===== src/aes128_block_decrypt_top_defines.svh =====
// ---------------------------------------------------------------------------
// aes128_block_decrypt_top_defines.svh
// Assertion macros shared by the AES-128 decryption block.
// ---------------------------------------------------------------------------
`ifndef AES128_BLOCK_DECRYPT_TOP_DEFINES_SVH
`define AES128_BLOCK_DECRYPT_TOP_DEFINES_SVH

`ifndef SYNTHESIS

// antecedent implies consequent in the same cycle
`define AESD_ASSERT_SAME(lbl, clk, rst, ante, cons) \
   lbl: assert property (@(posedge clk) disable iff (rst) (ante) |-> (cons)) \
      else $error("aesd assertion failed");

// antecedent implies consequent in the next cycle
`define AESD_ASSERT_NEXT(lbl, clk, rst, ante, cons) \
   lbl: assert property (@(posedge clk) disable iff (rst) (ante) |=> (cons)) \
      else $error("aesd assertion failed");

`else

`define AESD_ASSERT_SAME(lbl, clk, rst, ante, cons)
`define AESD_ASSERT_NEXT(lbl, clk, rst, ante, cons)

`endif

`endif


===== src/aesd_pkg.sv =====
`timescale 1ns / 1ps
`default_nettype none
// ---------------------------------------------------------------------------
// aesd_pkg
// Types, S-box tables and GF(2^8) helpers for the AES-128 decryption block.
// ---------------------------------------------------------------------------
package aesd_pkg;

   typedef logic [7:0] byte_table_type [256];

   // csr write request, decoded by register
   typedef struct packed {
      logic        wr_key_high;
      logic        wr_key_low;
      logic [63:0] data;
   } cfg_write_type;

   localparam logic [3:0] ADDR_KEY_HIGH = 4'h0;
   localparam logic [3:0] ADDR_KEY_LOW  = 4'h8;

   localparam byte_table_type SBOX = '{
      8'h63, 8'h7c, 8'h77, 8'h7b, 8'hf2, 8'h6b, 8'h6f, 8'hc5,
      8'h30, 8'h01, 8'h67, 8'h2b, 8'hfe, 8'hd7, 8'hab, 8'h76,
      8'hca, 8'h82, 8'hc9, 8'h7d, 8'hfa, 8'h59, 8'h47, 8'hf0,
      8'had, 8'hd4, 8'ha2, 8'haf, 8'h9c, 8'ha4, 8'h72, 8'hc0,
      8'hb7, 8'hfd, 8'h93, 8'h26, 8'h36, 8'h3f, 8'hf7, 8'hcc,
      8'h34, 8'ha5, 8'he5, 8'hf1, 8'h71, 8'hd8, 8'h31, 8'h15,
      8'h04, 8'hc7, 8'h23, 8'hc3, 8'h18, 8'h96, 8'h05, 8'h9a,
      8'h07, 8'h12, 8'h80, 8'he2, 8'heb, 8'h27, 8'hb2, 8'h75,
      8'h09, 8'h83, 8'h2c, 8'h1a, 8'h1b, 8'h6e, 8'h5a, 8'ha0,
      8'h52, 8'h3b, 8'hd6, 8'hb3, 8'h29, 8'he3, 8'h2f, 8'h84,
      8'h53, 8'hd1, 8'h00, 8'hed, 8'h20, 8'hfc, 8'hb1, 8'h5b,
      8'h6a, 8'hcb, 8'hbe, 8'h39, 8'h4a, 8'h4c, 8'h58, 8'hcf,
      8'hd0, 8'hef, 8'haa, 8'hfb, 8'h43, 8'h4d, 8'h33, 8'h85,
      8'h45, 8'hf9, 8'h02, 8'h7f, 8'h50, 8'h3c, 8'h9f, 8'ha8,
      8'h51, 8'ha3, 8'h40, 8'h8f, 8'h92, 8'h9d, 8'h38, 8'hf5,
      8'hbc, 8'hb6, 8'hda, 8'h21, 8'h10, 8'hff, 8'hf3, 8'hd2,
      8'hcd, 8'h0c, 8'h13, 8'hec, 8'h5f, 8'h97, 8'h44, 8'h17,
      8'hc4, 8'ha7, 8'h7e, 8'h3d, 8'h64, 8'h5d, 8'h19, 8'h73,
      8'h60, 8'h81, 8'h4f, 8'hdc, 8'h22, 8'h2a, 8'h90, 8'h88,
      8'h46, 8'hee, 8'hb8, 8'h14, 8'hde, 8'h5e, 8'h0b, 8'hdb,
      8'he0, 8'h32, 8'h3a, 8'h0a, 8'h49, 8'h06, 8'h24, 8'h5c,
      8'hc2, 8'hd3, 8'hac, 8'h62, 8'h91, 8'h95, 8'he4, 8'h79,
      8'he7, 8'hc8, 8'h37, 8'h6d, 8'h8d, 8'hd5, 8'h4e, 8'ha9,
      8'h6c, 8'h56, 8'hf4, 8'hea, 8'h65, 8'h7a, 8'hae, 8'h08,
      8'hba, 8'h78, 8'h25, 8'h2e, 8'h1c, 8'ha6, 8'hb4, 8'hc6,
      8'he8, 8'hdd, 8'h74, 8'h1f, 8'h4b, 8'hbd, 8'h8b, 8'h8a,
      8'h70, 8'h3e, 8'hb5, 8'h66, 8'h48, 8'h03, 8'hf6, 8'h0e,
      8'h61, 8'h35, 8'h57, 8'hb9, 8'h86, 8'hc1, 8'h1d, 8'h9e,
      8'he1, 8'hf8, 8'h98, 8'h11, 8'h69, 8'hd9, 8'h8e, 8'h94,
      8'h9b, 8'h1e, 8'h87, 8'he9, 8'hce, 8'h55, 8'h28, 8'hdf,
      8'h8c, 8'ha1, 8'h89, 8'h0d, 8'hbf, 8'he6, 8'h42, 8'h68,
      8'h41, 8'h99, 8'h2d, 8'h0f, 8'hb0, 8'h54, 8'hbb, 8'h16
   };

   // inverse table, built at elaboration
   function automatic byte_table_type build_inv_sbox();
      byte_table_type t;
      for (int i = 0; i < 256; i++) begin
         t[SBOX[i]] = i[7:0];
      end
      return t;
   endfunction

   localparam byte_table_type INV_SBOX = build_inv_sbox();

   function automatic logic [7:0] xtime(input logic [7:0] a);
      return {a[6:0], 1'b0} ^ (a[7] ? 8'h1b : 8'h00);
   endfunction

   // inverse mix column coefficient: sel 0..3 -> 14, 11, 13, 9
   function automatic logic [7:0] gf_inv_coef(input logic [7:0] a, input logic [1:0] sel);
      logic [7:0] a2;
      logic [7:0] a4;
      logic [7:0] a8;
      logic [7:0] r;
      a2 = xtime(a);
      a4 = xtime(a2);
      a8 = xtime(a4);
      case (sel)
         2'd0:    r = a8 ^ a4 ^ a2;
         2'd1:    r = a8 ^ a2 ^ a;
         2'd2:    r = a8 ^ a4 ^ a;
         default: r = a8 ^ a;
      endcase
      return r;
   endfunction

endpackage
`default_nettype wire


===== src/aesd_key_sched.sv =====
`timescale 1ns / 1ps
`default_nettype none
// ---------------------------------------------------------------------------
// aesd_key_sched
// Key registers and round key expansion, one round key per cycle.
// ---------------------------------------------------------------------------
`include "aes128_block_decrypt_top_defines.svh"
module aesd_key_sched
   import aesd_pkg::*;
#(
   parameter int ROUND_COUNT = 10
) (
   input  wire logic          clock,
   input  wire logic          reset,
   input  wire cfg_write_type cfg_wr,
   output logic [63:0]        key_high,
   output logic [63:0]        key_low,
   output logic [127:0]       round_keys [ROUND_COUNT+1],
   output logic               busy
);

   localparam int IDX_W = $clog2(ROUND_COUNT + 1);
   localparam logic [IDX_W-1:0] LAST_IDX = IDX_W'(ROUND_COUNT);

   logic [63:0]      key_high_ff;
   logic [63:0]      key_low_ff;
   logic [127:0]     rk_ff [ROUND_COUNT+1];
   logic [127:0]     work_ff;
   logic [127:0]     work_in;
   logic [7:0]       rcon_ff;
   logic [IDX_W-1:0] idx_ff;
   logic             busy_ff;
   logic [31:0]      temp;
   logic [31:0]      w0, w1, w2, w3;

   always_comb begin
      temp = {SBOX[work_ff[23:16]] ^ rcon_ff, SBOX[work_ff[15:8]],
              SBOX[work_ff[7:0]], SBOX[work_ff[31:24]]};
      w0 = work_ff[127:96] ^ temp;
      w1 = work_ff[95:64] ^ w0;
      w2 = work_ff[63:32] ^ w1;
      w3 = work_ff[31:0] ^ w2;
      work_in = (idx_ff == '0) ? {key_high_ff, key_low_ff} : {w0, w1, w2, w3};
   end

   always_ff @(posedge clock) begin
      if (reset) begin
         key_high_ff <= '0;
         key_low_ff  <= '0;
         idx_ff      <= '0;
         busy_ff     <= 1'b1;
         rcon_ff     <= 8'h01;
      end else if (cfg_wr.wr_key_high || cfg_wr.wr_key_low) begin
         if (cfg_wr.wr_key_high) begin
            key_high_ff <= cfg_wr.data;
         end
         if (cfg_wr.wr_key_low) begin
            key_low_ff <= cfg_wr.data;
         end
         idx_ff  <= '0;
         busy_ff <= 1'b1;
         rcon_ff <= 8'h01;
      end else if (busy_ff) begin
         if (idx_ff != '0) begin
            rcon_ff <= xtime(rcon_ff);
         end
         if (idx_ff == LAST_IDX) begin
            busy_ff <= 1'b0;
         end else begin
            idx_ff <= idx_ff + 1'b1;
         end
      end
   end

   always_ff @(posedge clock) begin
      if (busy_ff) begin
         work_ff        <= work_in;
         rk_ff[idx_ff]  <= work_in;
      end
   end

   assign key_high   = key_high_ff;
   assign key_low    = key_low_ff;
   assign round_keys = rk_ff;
   assign busy       = busy_ff;

   `AESD_ASSERT_SAME(a_idx_range, clock, reset, busy_ff, idx_ff <= LAST_IDX)
   `AESD_ASSERT_NEXT(a_idle_holds, clock, reset,
      !busy_ff && !cfg_wr.wr_key_high && !cfg_wr.wr_key_low, !busy_ff)

endmodule
`default_nettype wire


===== config.mk =====
export PLATFORM = sky130hd
export DESIGN_NAME = aesd_key_sched
export DESIGN_NICKNAME = d
export VERILOG_FILES = /design/src/aesd_pkg.sv /design/src/aesd_key_sched.sv
export VERILOG_INCLUDE_DIRS = /design/src /design/src/src
export SDC_FILE = /design/constraint.sdc
export NUM_CORES = 2
export LEC_CHECK = 0
export ABC_AREA = 1
export BUFFER_PORTS_ARGS = -buffer_cell sky130_fd_sc_hd__buf_2
export CAP_MARGIN = 40
export CORE_AREA = 2 2 625 627
export DETAILED_ROUTE_END_ITERATION = 6
export DIE_AREA = 0 0 627 629
export MAX_ROUTING_LAYER = met4
export PLACE_DENSITY = 0.39
export SLEW_MARGIN = 10
export SYNTH_ARGS = -nofsm -noshare
export SYNTH_HDL_FRONTEND = slang
export SYNTH_SLANG_ARGS = --single-unit

===== constraint.sdc =====
create_clock -name clock -period 13.8 [get_ports clock]
set_input_delay 0.69 -clock clock [delete_from_list [all_inputs] [get_ports clock]]
set_output_delay 0.69 -clock clock [all_outputs]
set_load 0.05 [all_outputs]

# --- Word-level counts from Yosys, hierarchy flattened ---
# Memories as Yosys holds them, arrays and structs flattened.
# Index checks and enable logic that the tools add are counted.
# Widths: inputs -> output; s select.
word_totals:
  register_bits: 1677
  latchBits: 0
  ramBits: 0
  rom_bits: 8192
  inputBits: 68
  output_inout_bits: 1537
  word_cells: 65
  n_memories: 4
classes:
  n_addsub: 1
  mul: 0
  div: 0
  order_cmp: 6
  eq_ne: 1
  n_shift: 0
  mux: 15
  bitwise: 12
  reduce_logical: 9
memory_table:
  columns: ["memory", "depth", "width", "read_ports", "rd_clocked_by_memory_dff", "wr", "line", "rtl"]
  rows:
  - ["(name not given)", 256, 8, 1, 0, 0, "aesd_key_sched.sv:38", "SBOX[work_ff[7:0]], SBOX[work_ff[31:24]]};"]
  - ["(name not given)", 256, 8, 1, 0, 0, "aesd_key_sched.sv:38", null]
  - ["(name not given)", 256, 8, 1, 0, 0, "aesd_key_sched.sv:37", "temp = {SBOX[work_ff[23:16]] ^ rcon_ff, SBOX[work_ff[15:8]],"]
  - ["(name not given)", 256, 8, 1, 0, 0, "aesd_key_sched.sv:37", null]
ops:
  columns: ["cell", "n"]
  rows:
  - ["$bwmux 1408", 1]
  - ["$demux 128 s4", 1]
  - ["$mux 128", 2]
  - ["$xor 32x32->32", 4]
  - ["$mux 8", 8]
  - ["$ge 9x9->1 const B", 4]
  - ["$not 8->9", 4]
  - ["$reduce_and 2->1", 4]
  - ["$xor 8x5->8", 1]
  - ["$xor 8x8->8", 1]
  - ["$ge 5x5->1 const B", 1]
  - ["$lt 5x1->1 const B", 1]
  - ["$mux 5", 1]
  - ["$not 4->5", 1]
  - ["$add 4x1->4 const B", 1]
  - ["$eq 4x4->1 const B", 1]
  - ["$logic_not 4->1", 1]
  - ["$reduce_bool 4->1", 1]
  - ["$mux 1", 2]
  - ["$reduce_or 2->1", 1]
  - ["$logic_and 1x1->1", 1]
  - ["$logic_or 1x1->1", 1]
  - ["$not 1->1", 1]

# --- Logic depth before layout (Yosys ltp) ---
logic_depth:
  depth_word: 11
  depth_mapped: 22
  ltp_nobuf: 20

# --- Least setup slack after synthesis ---
# OpenSTA, ideal clock, no wires.
synth_path:
  path_type: "reg-to-reg"
  startpoint: "reg busy_ff (netlist: busy)"
  endpoint: "reg rk_ff (netlist bit round_keys[384]), enable pin"
  setup_ns: 0.617
  t_arrival_ns: 9.542
  required_time_ns: 13.183
  path_slack_ns: 3.641
  stages_incl_launch_ff: 3
  path_buffers: 0
  synth_period_minus_slack_ns: 10.159
  cell_sequence: "dfxtp_1 -> nand2_1 -> nor2_1"
synth_lines:
  columns: ["item", "line", "rtl"]
  rows:
  - ["start, declared", "aesd_key_sched.sv:32", "logic busy_ff;"]
  - ["start signal, assigned", "aesd_key_sched.sv:51", "busy_ff <= 1'b1;"]
  - ["start signal, assigned", "aesd_key_sched.sv:61", "busy_ff <= 1'b1;"]
  - ["start signal, assigned", "aesd_key_sched.sv:68", "busy_ff <= 1'b0;"]
  - ["end signal, assigned by index", "aesd_key_sched.sv:78", "rk_ff[idx_ff] <= work_in;"]
  - ["end, declared", "aesd_key_sched.sv:27", "logic [127:0] rk_ff [ROUND_COUNT+1];"]

# --- Worst setup path after layout ---
layout_path:
  startpoint: "reg work_ff[25]"
  endpoint: "reg rk_ff (netlist bit round_keys[419]) (data pin)"
layout_via:
  elab_chain_cells: 9
layout_rtl:
  columns: ["item", "line", "rtl"]
  rows:
  - ["start, declared", "aesd_key_sched.sv:28", "logic [127:0] work_ff;"]
  - ["start signal, assigned", "aesd_key_sched.sv:77", "work_ff <= work_in;"]
  - ["$not 8->9 (implied by the code)", "aesd_key_sched.sv:38", null]
  - ["$mem_v2 256x8", null, null]
  - ["$mux 8 (implied by the code) (2 in a row)", "aesd_key_sched.sv:38", null]
  - ["$xor 32x32->32", "aesd_key_sched.sv:39", "w0 = work_ff[127:96] ^ temp;"]
  - ["$xor 32x32->32", "aesd_key_sched.sv:40", "w1 = work_ff[95:64] ^ w0;"]
  - ["$xor 32x32->32", "aesd_key_sched.sv:41", "w2 = work_ff[63:32] ^ w1;"]
  - ["$mux 128", "aesd_key_sched.sv:43", "work_in = (idx_ff == '0) ? {key_high_ff, key_low_ff} : {w0, w1, w2, w3};"]
  - ["named net work_in[35]", "aesd_key_sched.sv:29", "logic [127:0] work_in;"]
  - ["$bwmux 1408", "aesd_key_sched.sv:78", null]
# The timed path passes the listed nets, and every way through them passes these cells. The select of a mux whose other input is x is not followed.
# A chain may end at the register's enable or synchronous reset.

==> summary.md <==
| Metric | Value |
|---|---|
| Status | `finished, final reports clean` |
| Synth area leader | `edfxtp_1` |
| Tmin final | `4.92 ns` |
| Fin nets | `7415` |
| Max Transition Viols Final | `0` |
| Die area | `394000 um2` |
| 1st-iter DRT viols | `4668` |
| Crit path max fanout | `14` |
| Largest net degree at the start of global routing | `71` |
| Worst Max-Slew Pin Slew | `0.960 ns` |
| Num rows | `229` |
| Final GP Congestion | `0.903` |
| Worst reg-to-reg path cell count | `17` |
| Hold worst-path end | `key_low[9]` |
| WL per Instance | `28.0 um` |
| VDD IR max | `101 uV` |
| Setup TNS | `0 ns` |
| Routed vias/inst | `4.19` |
| Syn_nets | `5638` |
| Core Util, Final | `0.231` |
| Crit path from | `work_ff[25]` |
| Max cap viols | `0` |
| Worst Hold Launch | `cfg_wr[9]` |
| R2r endpoint | `round_keys[419]` |
| # setup viols final | `0` |
| CTS tree | `built` |
| DIE WIDTH | `627 um` |
| Core area | `388000 um2` |
| Area Growth Syn to Fin | `34.3%` |
| IO buf count | `1604` |
| Dpl hpwl | `258000 um` |
| DR pass1 iterations | `6` |
| Post-Synthesis Cells | `5510` |
| I/O Pins | `1605` |
| Mapped Avg Cell Area | `12.1 um2` |
| Post-synth top area share | `0.693` |
| Filler cell count | `41648` |
| Sink Count | `1677` |
| First-pass GRT wire length | `472000 um` |
| Synth area leaders | `edfxtp_1 69%, nand3_1 8.9%, nand2_1 6.2%` |
| Worst setup path class | `reg2reg` |
| Leakage | `35.5 nW` |
| Seq/Total Area, Yosys | `0.736` |
| Worst-path clk slew | `0.06 ns` |
| Final Hold Vio Count | `0` |
| Yosys cell types | `33` |
| CTS Root Cell | `clkbuf_16` |
| Hold Path Depth | `3` |
| Fraction of layout cells with a size suffix above 1 | `0.298` |
| Max Fclk | `0.203 GHz` |
| H-Tree Depth | `4` |
| CP startpoint kind | `flop` |
| Clock skew | `0.0828 ns` |
| Total gr overflow | `0` |
| Worst path arrival time | `5.49 ns` |
| Die height | `629 um` |
| Area of the multi-input gates | `15900 um2` |
| Seq. cell area | `49000 um2` |
| RSZ-0062 raised after global routing | `no` |
| Reg-to-reg startpoint | `work_ff[25]` |
| FF-to-FF setup slack | `8.88 ns` |
| DRC viols | `0` |
| Final worst-path cycle share | `0.356` |
| Netlist Area Pre-Place | `66500 um2` |
| Post-CTS Setup Bufs | `0` |
| Total track usage | `0.177` |
| Crit. End Element | `flop` |
| Via count | `53129` |
| Tightest Hold Check Type | `in2reg` |
| Vias in the first global route | `51860` |
| Slew HR | `0.360` |
| Clk_lat worst skew | `0.95 ns` |
| DRT Wirelength | `355000 um` |
| Starting Density | `0.172` |
| Total CTS buffers | `201` |
| Placed inst area | `82300 um2` |
| #FFs+latches synth | `1677` |
| Yosys warns | `0` |
| Post-route ant nets | `0` |
| Post-route cell area | `89400 um2` |
| Pwr dens | `163 nW/um2` |
| Required time of the critical path | `14.38 ns` |
| Initial antenna violation count | `44` |
| Clock buffer depth | `4` |
[synth_stat cells]
master    instances
a211oi_1          1
a21oi_1         101
a21oi_2           2
a31oi_1          63
buf_1            25
buf_2           105
buf_4            17
buf_6             7
clkbuf_1        127
clkinv_1          5
dfxtp_1         141
edfxtp_1       1536
ha_1             60
inv_1           215
inv_2            20
nand2_1        1105
nand2_2          29
nand2_4           1
nand3_1        1190
nand3_2           7
nand3b_1         16
nand4_1          33
nor2_1          467
nor2_2            4
nor3_1            3
o211ai_1          8
o21ai_0         195
o21ai_1           6
o21bai_1          5
or2_1             1
or2_2             3
xnor2_1           2
xor2_1           10
[cells in the final DEF (no fill, tap or decap), drive strengths merged, types with 29 or more instances in the layout]
| master | instances |
|---|---|
| a21oi | 103 |
| a31oi | 63 |
| buf | 1794 |
| clkbuf | 235 |
| clkinv | 92 |
| dfxtp | 141 |
| diode | 29 |
| dlygate4sd3 | 61 |
| edfxtp | 1536 |
| ha | 60 |
| inv | 247 |
| nand2 | 1135 |
| nand3 | 1197 |
| nand4 | 33 |
| nor2 | 471 |
| o21ai | 201 |
[report_power, final]
group          total (mW)  switching, mW  leakage, nW  internal, mW
Sequential           5.93          0.104         15.7          5.83
Combinational        3.29           2.55         16.6         0.742
Clock                5.33           2.32         3.11          3.01
[worst max path at each step]
stage / endpoint / slack (ns) / cells after the start
final: round_keys[419] / 8.88 / 17
after global routing: round_keys[771] / 8.47 / 18
after CTS: round_keys[1283] / 8.74 / 18
after detailed placement: round_keys[771] / 8.77 / 18
after global placement: round_keys[694] / 8.43 / 16
after floorplan: round_keys[384] / 3.64 / 2
[flip-flops by register name (all words and copies together) (netlist names)]
register    count
round_keys   1408
work_ff       128
key_high       64
key_low        64
rcon_ff         8
idx_ff          4
busy            1
[through the flow]
step / setup slack [ns] / cells / total power, mW / hold slack, ns
2_1_floorplan: 3.64 / 5510 / 7.91 / 0.456
3_3_place_gp: 8.43 / 12154 / 9.29 / 0.485
3_5_place_dp: 8.77 / 12220 / 9.32 / 0.491
4_1_cts: 8.74 / 12646 / 14.8 / 0.00309
5_1_grt: 8.47 / 12652 / 15.2 / 0.0437
6_report: 8.88 / 12675 / 14.6 / 0.0923
[cells by family after synthesis]
logic type	Yosys count	synth area share
flops	1677	0.736
fa+ha+maj	60	0.0113
buf+inv	521	0.0331
xor+xnor	12	0.00158
simple gates	2859	0.188
compound gates	381	0.0305
[critical path, cell delays in order, from the launching register on]
cell and delay [ns]:
edfxtp_1 0.87, inv_2 0.36, ha_1 0.52, nor2_1 0.52, nor2_1 0.19, inv_1 0.11, nand3_1 0.09, nand2_1 0.10
nand2_1 0.05, nand3_1 0.09, nand3_1 0.32, nand2_1 0.19, nand2_1 0.10, nand3_1 0.12, nand2_1 0.07, nand2_1 0.08
nand3_1 0.11, nand2_1 0.64
[area by class of cell]
| class | count | area share |
|---|---|---|
| Timing Repair Buffer | 1855 | 0.119 |
| Antenna cell | 29 | 0.000812 |
| Clock buffer | 235 | 0.0580 |
| Multi-Input combinational cell | 3312 | 0.177 |
| Clock inverter | 130 | 0.0142 |
| Tap cell | 5197 | 0.0727 |
| Inverter | 240 | 0.0102 |
| Sequential cell | 1677 | 0.548 |
[routing by layer]
layer	track usage	part of all wire	vias up	routed length (um)
met5	-	0	-	0
met4	0.0488	0.030	0	10500
met3	0.0322	0.064	392	22700
met2	0.300	0.50	2310	176000
met1	0.215	0.41	27141	146000
li1	-	-	23286	-
[repair_timing]
action / 4_1_cts / 5_1_grt
hold buffers: 61 / 0
hold endpoints to repair: 116 / 0
gates resized for setup: 0 / 0
Note: power is estimated with default switching activity, not from simulation.
